## src/rtl/hsa_div.sv

```systemverilog
module hsa_div #(
  parameter int NW = 25,
  parameter int DW = 9,
  parameter int QW = 17
) (
  input  logic          clk,
  input  logic          en,
  input  logic [NW-1:0] num,
  input  logic [DW-1:0] den,
  output logic [QW-1:0] quo
);

  logic [DW-1:0] rem_r [1:QW-1];
  logic [DW-1:0] dv_r  [1:QW-1];
  logic [QW-1:0] qt_r  [1:QW];
  logic [QW-1:0] low_r [1:QW-1];

  for (genvar i = 0; i < QW; i++) begin : g_stage
    logic [DW-1:0] rem_c;
    logic [DW-1:0] dv_c;
    logic [QW-1:0] qt_c;
    logic [QW-1:0] low_c;
    logic [DW:0] trial;
    logic ge;

    if (i == 0) begin : g_first
      assign rem_c = DW'(num[NW-1:QW]);
      assign dv_c = den;
      assign qt_c = '0;
      assign low_c = num[QW-1:0];
    end else begin : g_next
      assign rem_c = rem_r[i];
      assign dv_c = dv_r[i];
      assign qt_c = qt_r[i];
      assign low_c = low_r[i];
    end

    // one quotient bit per stage
    assign trial = {rem_c, low_c[QW-1]};
    assign ge = trial >= {1'b0, dv_c};

    always_ff @(posedge clk) begin
      if (en) begin
        qt_r[i+1] <= {qt_c[QW-2:0], ge};
      end
    end

    if (i < QW - 1) begin : g_low
      always_ff @(posedge clk) begin
        if (en) begin
          rem_r[i+1] <= ge ? DW'(trial - {1'b0, dv_c}) : trial[DW-1:0];
          dv_r[i+1] <= dv_c;
          low_r[i+1] <= {low_c[QW-2:0], 1'b0};
        end
      end
    end
  end

  assign quo = qt_r[QW];

endmodule

```

## config.mk

```make
export PLATFORM = sky130hd
export DESIGN_NAME = hsa_div
export DESIGN_NICKNAME = d
export VERILOG_FILES = /design/src/rtl/hsa_div.sv
export SDC_FILE = /design/constraint.sdc
export NUM_CORES = 1
export LEC_CHECK = 0
export BUFFER_PORTS_ARGS = -buffer_cell sky130_fd_sc_hd__clkbuf_2
export CORE_MARGIN = 2
export CORE_UTILIZATION = 40
export CTS_CLUSTER_DIAMETER = 150
export DETAILED_ROUTE_END_ITERATION = 10
export PLACE_DENSITY_LB_ADDON = 0.25
export SLEW_MARGIN = 20
export SYNTH_ARGS = -nofsm -noshare
export SYNTH_HDL_FRONTEND = slang
export SYNTH_SLANG_ARGS = --single-unit
```

## constraint.sdc

```tcl
create_clock -name clk -period 6.05 [get_ports clk]
set_clock_uncertainty 0.2 [all_clocks]
set_input_delay 1.21 -clock clk [delete_from_list [all_inputs] [get_ports clk]]
set_output_delay 1.21 -clock clk [all_outputs]
set_load 0.01 [all_outputs]
```

Yosys cells after proc, flatten, opt, wreduce, memory -nomap -nowiden --
Memories as Yosys holds them, arrays and structs flattened. Index checks and enable logic that the tools add are counted.
Word-level totals: bits in registers 0, latch bits 0, bits in writable memories 833, memory bits (read-only) 0, bits of input ports 36, output and inout bits 17, logic and storage cells 55, memories kept 4
Cells by class: add/sub/neg operators 16, multipliers 0, div/mod/pow operators 0, $lt $le $gt $ge 17, equal/unequal tests 0, shifts and indexed selects 0, muxes and demuxes 18, bitwise gates (word level) 0, reduce and logical (&&, ||, !) cells 0
Memory list:
- qt_r | depth 17, bits a word 17, read ports 17, clocked after Yosys merged registers in 0, wr ports 17, RTL line 15 | logic [QW-1:0] qt_r [1:QW];
- low_r | depth 16, bits a word 16, read ports 16, clocked after Yosys merged registers in 0, wr ports 16, RTL line 16 | logic [QW-1:0] low_r [1:QW-1];
- dv_r | depth 16, bits a word 9, read ports 16, clocked after Yosys merged registers in 0, wr ports 16, RTL line 14 | logic [DW-1:0] dv_r [1:QW-1];
- rem_r | depth 16, bits a word 9, read ports 16, clocked after Yosys merged registers in 0, wr ports 16, RTL line 13 | logic [DW-1:0] rem_r [1:QW-1];
Operators by type and width (number):
- greater-or-equal comparator 10 x 9 -> 1 bit | 16
- 2-to-1 mux 9 bit | 16
- subtractor 9 bit | 16
- greater-or-equal comparator 9 bit | 1
- 2-to-1 mux 1 bit | 2

Logic depth before layout (Yosys ltp) --
Gate-level depths: netlist (run 1). An unclocked memory read counts as a cell.
word-level depth 3, gate-level depth with buffers 10, depth with buffers taken out 10

Least setup slack after synthesis (run 1) --
Ideal clock, no wire load.
path type input port to flip-flop, start point input num[16], end point register rem_r[0][11] (netlist name), library setup time 0.260 ns, arrival 2.943 ns, required time 5.590 ns, slack 2.647 ns, cell stages on the path 7, buffers on the path 0, cells stage by stage inv_1 ha_1 nand2b_1 a21o_1 a211o_1 a211oi_4 mux2_2
RTL lines:
- start: declaration | RTL line 8 | input logic [NW-1:0] num,

==> impl_metrics.toml, run 1 <==
[die]
boundaryPins = 53
core_mm2 = 0.0640
fp-row-count = 93
die_area_mm2 = 0.0664
start_util_pct = 40.2
die_y_um = 258
die_x_um = 258

[route]
wl_per_cell_um = 15.0
dr.pass1.iters = 5
ant_nets = 0
vias_per_cell = 4.97
vias = 13500
routed_wl_um = 40500
drc = 0
drt_iter0_drc = 846

[yosys]
yosysSeqAreaShare_pct = 67.3
synth-edff-count = 577
synth.distinct_cells = 58
yosys_most_used_dff = "edfxtp_1"
synthesis.nets = 1889
synthArstFlopShare_pct = 0
syn_inst = 1684
syn_avg_cell_area_um2 = 15.3
syn_area_mm2 = 0.0258
ys_ff_latch = 577
yosys_warnings = 0

[global_routing]
grt-busiest-layer = "met2"
grt_max_degree = 131
grtUsageMet1_pct = 14.7
met2_usage_pct = 21.6
grt_use_met3_pct = 2.68
grt_use_total_pct = 12.5
antenna_found_initial = 0
first_global_vias = 13900
grt_pass1_wl_um = 67800
overflow = 0

[clock_tree]
cts_tree = "yes"
cts.root.buffer_cell = "clkbuf_16"
cts.clk_slew.worst_paths_ps = 60
cts_sinks = 577
htree_levels = 3
cts_hold_buf = 0
cts_setup_buffers = 0
post_cts_resize_count = 0
cts.path.max_buffers = 3
clk_latency_ps = 590
numCtsBuffers = 66

[critical_path]
worstRegToRegCells = 10
startpoint_type = "input pin"
setup.worst_path.class = "in -> reg"
reg2reg_slack_ps = 3040
cp.arrival_ps = 3230
cp_data_required_time_ps = 6180
rr_startpoint = "low_r[3][15]"
cp-end-kind = "register"
regToRegEndpoint = "rem_r[0][69]"
crit_fanout = 10

[timing]
maxSlewHeadroom_pct = 42.5
hold_viol = 0
grt_setup_unrepaired = "false"
worst_pin_slew_ps = 862
tns_ps = 0
worst_hold_slack_ps = 211
fin_crit_sh_pct = 51.3
fin_ws_ps = 2950
report.final.slew_viol_count = 0
setup_viol = 0
clock.fmax_mhz = 322
layout_min_cycle_time_ps = 3100

[placement]
place_hpwl_um = 26900
place_ws_ps = 2330
io_buffer_count = 52
gp_congestion = 0.824

[cells_and_area]
area_delta_synth_final_pct = 13.2
final_nets = 2009
fillers = 5586
diodes = 0
layout-drive-gt1-share_pct = 14.6

[hold_path]
hold_path_startpoint = "low_r[5][13]"
min_to = "low_r[5][30]"
hold_depth = 0
hold_path_class = "reg -> reg"

[power_and_ir_drop]
power_density_mw_per_mm2 = 465
ir_drop_uv = 179
p_leak_nw = 11.1

[flow_run]
maxCapViolations = 0

[outcome]
status = "completed"
[placed cells by master (no fill, tap or decap), types with 5 or more instances in the layout]
master / n
nor3_1: 8
clkbuf_16: 71
edfxtp_1: 577
xor2_1: 17
nor2_1: 62
o21ai_0: 47
o31ai_1: 12
clkbuf_1: 16
a31o_2: 10
and3_1: 5
clkbuf_2: 51
nand2b_1: 28
o21a_1: 15
ha_1: 153
nand4_1: 24
a211oi_1: 16
nand2_1: 29
o31ai_4: 8
clkinv_1: 14
nand3_1: 20
a21oi_1: 98
fa_1: 16
inv_1: 197
a311oi_1: 8
mux2_2: 106
a21boi_0: 10
nand3b_1: 6
nor2b_1: 15
clkinv_2: 11
o211ai_1: 11
a221oi_1: 6
mux2i_1: 25
o41ai_1: 8
xnor2_1: 64
a21o_1: 30
[worst max path at each step]
stage / end / slack, ps / depth (start not counted) / from
floorplan: rem_r[0][11] / 2650 / 7 / num[16]
global placement: rem_r[0][15] / 2340 / 8 / num[16]
detailed placement: rem_r[0][13] / 2330 / 8 / num[16]
CTS: rem_r[0][13] / 2970 / 8 / num[16]
global route: rem_r[0][11] / 2860 / 8 / num[16]
finish: rem_r[0][13] / 2950 / 8 / num[16]
[sequential cells by signal (all words and copies together), names as in the netlist]
name	cells
rem_r	144
low_r	136
qt_r	153
dv_r	144
[Yosys cell counts, drive strengths merged (4+ instances only)]
library cell | instances | area (um2)
a211o | 4 | 35.0
a211oi | 18 | 153
a21boi | 10 | 75.1
a21o | 30 | 225
a21oi | 98 | 490
a221oi | 6 | 52.6
a311oi | 8 | 70.1
a31o | 12 | 105
and2 | 4 | 25.0
and3 | 5 | 31.3
buf | 4 | 20.0
edfxtp | 577 | 17300
fa | 16 | 320
ha | 153 | 1910
inv | 197 | 739
mux2 | 106 | 1190
mux2i | 25 | 250
nand2 | 29 | 109
nand2b | 28 | 175
nand3 | 20 | 100
nand3b | 6 | 45.0
nand4 | 24 | 150
nor2 | 62 | 233
nor2b | 15 | 93.8
nor3 | 8 | 40.0
o211a | 4 | 40.0
o211ai | 11 | 82.6
o21a | 15 | 113
o21ai | 47 | 235
o31ai | 20 | 260
o41ai | 8 | 70.1
xnor2 | 64 | 561
xor2 | 17 | 149
[routing by layer]
| metal | part of all wire, % | vias up |
|---|---|---|
| li1 | - | 6633 |
| met2 | 50 | 211 |
| met1 | 42 | 6515 |
| met4 | 3.4 | 0 |
| met5 | 0 | - |
| met3 | 4.2 | 95 |
[metrics by stage]
stage | util, % | std cells | total power [W] | cell area [um2]
final | 45.5 | 2706 | 0.0135 | 29100
after global routing | 45.5 | 2706 | 0.0144 | 29100
after CTS | 45.5 | 2706 | 0.0137 | 29100
after detailed placement | 42.4 | 2591 | 0.00994 | 27200
after global placement | 42.4 | 2591 | 0.00980 | 27200
after floorplan | - | 1684 | 0.00899 | 25800
[power breakdown]
part           total (W)  switching, W  leakage [nW]  internal, W
Clock            0.00367       0.00150         0.982      0.00217
Sequential       0.00575      0.000326          5.63      0.00543
Combinational    0.00412       0.00212          4.52      0.00200
Total             0.0135       0.00395          11.1      0.00960
[kinds of logic (layout without fill, tap and decap cells)]
kind of cell | Yosys count | count (layout) | share of synthesized area [%]
flip-flops | 577 | 577 | 67.3
AO/OA/AOI/OAI | 311 | 311 | 8.47
AND/OR/NAND/NOR | 213 | 213 | 4.24
buffers and inverters | 202 | 369 | 2.96
adder cells (fa/ha/maj) | 169 | 169 | 8.68
multiplexers | 131 | 131 | 5.61
XOR/XNOR | 81 | 81 | 2.75
[area by class of cell]
| cell class | instances | area (um2) | share of cell area, % |
|---|---|---|---|
| Clock buffer | 87 | 1840 | 6.30 |
| Multi-Input combinational cell | 905 | 7660 | 26.3 |
| Tap cell | 855 | 1070 | 3.67 |
| Timing Repair Buffer | 57 | 358 | 1.23 |
| Sequential cell | 577 | 17300 | 59.4 |
| Inverter | 197 | 739 | 2.54 |
| Clock inverter | 28 | 155 | 0.532 |
[critical path: stages]
cell and delay (ps):
clkbuf_2 70, inv_1 40, ha_1 300, nand2b_1 150, a21o_1 170, a211o_1 340
a211oi_4 540, mux2_2 400
Note: power is estimated with default switching activity, not from simulation.
==> inputs of run 2 (changes only) <==
clock period = 2.8 ns   (was 6.05 ns; I/O delays follow)
==> run 2 against run 1 <==
  * Utilization up 1.9 points
  * Non-clock buffer count up 93
  * Hold slack got worse by 120 ps
  * Cell count grew 3.4%
  * Power grew 130%
  * Clock power grew 140%
  * Combinational power is 140% higher
  * Register-to-register slack lost 3000 ps
  * First-iteration DRC count up 2.1%
  * Sequential power grew 120%
  * Largest power group unchanged
  * Cell area rose by 4.3%
==> impl_metrics.toml, run 2 (synthesized netlist as in run 1, its figures left out) <==
[outcome]
status = "completed"

[global_routing]
first_global_vias = 14100
grt_pass1_wl_um = 68400
antenna_found_initial = 0
overflow = 0
grt_max_degree = 79
grt_use_total_pct = 12.5

[cells_and_area]
top_regs = "qt_r (153), dv_r (144), rem_r (144)"
final_cells = 2799
area_delta_synth_final_pct = 18.0
fillers = 5485
diodes = 0
final_nets = 2099
layout-drive-gt1-share_pct = 19.8
final_cell_mix = "edfxtp_1, inv_1, ha_1"
layout_commonest_cell = "edfxtp_1"
regMostFlops = "qt_r"
largest_reg_flops = 153

[critical_path]
startpoint = "den[0]"
startpoint_type = "input pin"
cp-end-kind = "register"
worstPathCellList = "dlygate4sd3_1 > clkbuf_2 > ha_1 > nand2b_1 > a21o_1 > a211o_1 > a211oi_4 > buf_4 > mux2_2"
cp.arrival_ps = 2890
reg2reg_slack_ps = 60
cp_top_family = "buffers and inverters"
crit_fanout = 5
worstRegToRegCells = 8
cp_slowest_cell = "dlygate4sd3_1"
setup.worst_path.class = "in -> reg"
cp_num_buf_inv = 3
rr_startpoint = "dv_r[1][63]"
cp_data_required_time_ps = 2950
regToRegEndpoint = "rem_r[0][150]"
slowest_delay_ps = 530

[clock_tree]
cts_tree = "yes"
numCtsBuffers = 60
cts.clk_slew.worst_paths_ps = 60
htree_levels = 2
cts.path.max_buffers = 3
cts.root.buffer_cell = "clkbuf_16"
clk_latency_ps = 620
cts_sinks = 577

[route]
vias = 13800
drc = 0
ant_nets = 0
routed_wl_um = 42200
dr.pass1.iters = 5
drt_iter0_drc = 864
wl_per_cell_um = 15.1
vias_per_cell = 4.94

[placement]
gp_congestion = 0.845
dp_cells = 2638
place_hpwl_um = 28300
io_buffer_count = 52

[power_and_ir_drop]
power_w = 0.0309
p_clk_share_pct = 28.1
combPwrFrac_pct = 31.6
ir_drop_uv = 479
switching_share_pct = 28.6
p_int_w = 0.0221
power_density_mw_per_mm2 = 1020
p_leak_nw = 11.7
power_switching_w = 0.00883
power.share.sequential_pct = 40.4

[die]
die_y_um = 258
start_util_pct = 40.2
fp-row-count = 93
die_area_mm2 = 0.0664
die_x_um = 258
boundaryPins = 53
core_mm2 = 0.0640

[hold_path]
min_to = "rem_r[0][16]"
hold_path_startpoint = "num[23]"
hold_path_class = "in -> reg"
hold_depth = 2

[timing]
report.final.slew_viol_count = 0
layout_min_cycle_time_ps = 2740
maxSlewHeadroom_pct = 55.7
setup_viol = 0
hold_viol = 0
fin_crit_sh_pct = 97.8
worst_pin_slew_ps = 648
clock.fmax_mhz = 365

[flow_run]
maxCapViolations = 0
## run 2: how the worst max path moves through the flow
stage	cells after the start	slack, ps	to
CTS	9	10	rem_r[0][102]
finish	9	60	rem_r[0][14]
global route	8	-7	rem_r[0][150]
detailed placement	9	-70	rem_r[0][25]
floorplan	7	50	rem_r[0][11]
global placement	9	-40	rem_r[0][14]
## run 2: what timing repair did
| item | 4_1_cts | 5_1_grt |
|---|---|---|
| endpoints found under the setup margin | 28 | 93 |
| gates resized for setup | 8 | 41 |
| pin swaps | 4 | 20 |
| hold buffers | 25 | 0 |
| buffers inserted | 4 | 17 |
| endpoints found under the hold margin | 25 | 0 |
| cloned | 1 | 2 |
## run 2: area by class of cell
type	count	area, um2	share of cell area (%)
Sequential cell	577	17300	57.0
Multi-Input combinational cell	908	7860	25.9
Clock buffer	67	1570	5.17
Timing Repair Buffer	150	1210	3.98
Tap cell	855	1070	3.52
Inverter	197	739	2.43
Clock inverter	45	612	2.01
## run 2: per-layer routing
metal	vias up	share of wire [%]	wire [um]	global-route usage [%]
li1	6814	-	-	-
met4	0	3.3	1380	4.95
met2	224	50	21100	21.8
met5	-	0	0	0
met1	6701	43	18100	15.4
met3	89	3.9	1630	2.40
## run 2: power groups by stage
stage	logic, W	registers (W)	clock network (W)
detailed placement	0.00900	0.0127	0
global placement	0.00881	0.0126	0
CTS	0.00923	0.0125	0.00897
global route	0.0108	0.0126	0.00928
floorplan	0.00708	0.0123	0
finish	0.00975	0.0125	0.00867
## run 2: per-stage QoR
| step | hold slack [ps] | setup WS, ps | setup TNS [ps] | cell area [um2] | util, % |
|---|---|---|---|---|---|
| final | 87.2 | 60.8 | 0 | 30400 | 47.5 |
| after global routing | 56.7 | -7.08 | -11.2 | 30400 | 47.5 |
| after CTS | 40.8 | 9.59 | 0 | 30100 | 47.0 |
| after detailed placement | 205 | -69.2 | -1010 | 27500 | 43.0 |
| after global placement | 201 | -44.5 | -394 | 27500 | 43.0 |
| after floorplan | 200 | 47.0 | 0 | 25800 | - |
==> inputs of run 3 (changes only) <==
CORE_UTILIZATION = 52   (was 40)
GPL_TIMING_DRIVEN = 0   (was default)
==> run 3 against run 2 <==
  * Register-to-register slack worse by 20 ps
  * Fmax decreased by 0.59%
  * Hold slack got worse by 4.9 ps
  * Cell area is 2.9% lower
  * Setup slack worse by 16 ps
  * Non-clock buffer count down 45
  * Utilization increased by 13 points
  * First-iteration DRC count grew 1.9%
  * Sequential power barely moved
  * Flip-flop and latch count stayed put
  * Power down 4.5%
  * Critical endpoint is now rem_r[0][145]
  * Largest power group unchanged
  * Highest routed layer unchanged
==> impl_metrics.toml, run 3 (synthesized netlist as in run 1, its figures left out) <==
[timing]
fin_crit_sh_pct = 98.4
hold_viol = 0
tns_ps = 0
report.final.slew_viol_count = 0
clock.fmax_mhz = 363
setup_viol = 0
worst_pin_slew_ps = 616
fin_ws_ps = 44.5
layout_min_cycle_time_ps = 2760
maxSlewHeadroom_pct = 58.8

[route]
vias = 13600
ant_nets = 0
dr.pass1.iters = 5
drc = 0
drt_iter0_drc = 880
wl_per_cell_um = 15.9
routed_wl_um = 40700
vias_per_cell = 5.33

[die]
fp-row-count = 81
die_area_mm2 = 0.0513
boundaryPins = 53
die_y_um = 227
die_x_um = 227
core_mm2 = 0.0490
start_util_pct = 52.6

[critical_path]
cp.arrival_ps = 2920
startpoint_type = "register"
startpoint = "dv_r[1][63]"
reg2reg_slack_ps = 40
regToRegEndpoint = "rem_r[0][145]"
cp_data_required_time_ps = 2970
cp-end-kind = "register"
setup.worst_path.class = "reg -> reg"
crit_fanout = 5
worstRegToRegCells = 8
cp-endpoint = "rem_r[0][145]"
rr_startpoint = "dv_r[1][63]"

[cells_and_area]
regMostFlops = "qt_r"
diodes = 0
final_cell_mix = "edfxtp_1, inv_1, ha_1"
post-route-cell-area_mm2 = 0.0295
final_nets = 2052
top_regs = "qt_r (153), dv_r (144), rem_r (144)"
area_delta_synth_final_pct = 14.6
layout_commonest_cell = "edfxtp_1"
layout-drive-gt1-share_pct = 17.2
largest_reg_flops = 153
fin_util_pct = 60.3
final_cells = 2557

[hold_path]
hold_depth = 2
hold_path_class = "in -> reg"

[clock_tree]
cts_tree = "yes"
numCtsBuffers = 59
cts.root.buffer_cell = "clkbuf_16"
htree_levels = 2
cts_sinks = 577
cts.clk_slew.worst_paths_ps = 60
clk_latency_ps = 610
cts.path.max_buffers = 3

[placement]
place_ws_ps = -618
gp_congestion = 0.883
dp_cells = 2406
io_buffer_count = 52
place_hpwl_um = 27100
post_dp_cell_area_mm2 = 0.0270

[power_and_ir_drop]
p_leak_nw = 11.4
power_density_mw_per_mm2 = 1000
ir_drop_uv = 550

[global_routing]
first_global_vias = 13900
grt_pass1_wl_um = 66100
grt_use_total_pct = 16.0
grt_max_degree = 90
overflow = 0
antenna_found_initial = 0

[flow_run]
maxCapViolations = 0

[outcome]
status = "completed"
run 3: changes by cell type in the layout (fill, tap and decap cells not counted), moves of 4 or more:
cell       previous run  this run
bufinv_16            15         5
buf_4                61        16
fa_1                  9        13
inv_2                 6         2
buf_16                0         6
clkinv_2             11        16
buf_12               11         3
a21oi_4               2         8
fa_2                  7         3
a21oi_1              88        83
clkbuf_1              5        10
run 3: worst min-delay path by stage:
stage / start / end / slack, ps
finish: num[20] / rem_r[0][13] / 80
global route: num[18] / rem_r[0][11] / 50
CTS: num[20] / rem_r[0][13] / 40
detailed placement: low_r[0][29] / low_r[1][14] / 200
global placement: low_r[0][23] / low_r[1][8] / 200
floorplan: low_r[0][25] / low_r[1][10] / 200
run 3: critical path: stages (launching register included):
cell and delay, ps:
edfxtp_1 410, ha_1 220, inv_1 70, fa_1 210, a21o_1 180, a21oi_4 90
a311o_2 390, a22oi_4 350, mux2_2 380
run 3: final cells by class:
class                   count  area, um2
plain buffers               5       26.3
clock inverters            39        343
inverters                 197        743
repair buffers            100        843
clock buffers              68       1510
multi-input cells         907       7890
flip-flops and latches    577      17300
well taps                 664        831
fillers                  3656      19400
run 3: routing by layer:
metal  vias to the layer above  track usage [%]  routed length [um]  share of wire (%)
met4                         0             5.84                1090                2.7
met5                         -                0                   0                  0
met3                        79             3.19                1410                3.5
met1                      6656             19.2               17100                 42
li1                       6697                -                   -                  -
met2                       204             28.7               21200                 52
run 3: report_power, final:
part           switching (W)  internal (W)  leakage (nW)  total [W]
clock network        0.00317       0.00432         0.916    0.00749
logic                0.00487       0.00470          4.81    0.00957
registers           0.000718        0.0117          5.63     0.0124
total                0.00876        0.0207          11.4     0.0295
run 3: what timing repair did:
item                       CTS  global route
resized for setup           17            42
setup endpoints to repair   76           195
hold buffers                25             0
setup buffers                1            16
pin swaps                    2            21
hold endpoints to repair    25             0
cloned                       1             1
run 3: metrics by stage:
stage | hold slack [ps] | total power, W
2_1_floorplan | 200 | 0.0194
3_3_place_gp | 200 | 0.0213
3_5_place_dp | 205 | 0.0214
4_1_cts | 37.5 | 0.0293
5_1_grt | 48.7 | 0.0312
6_report | 82.3 | 0.0295
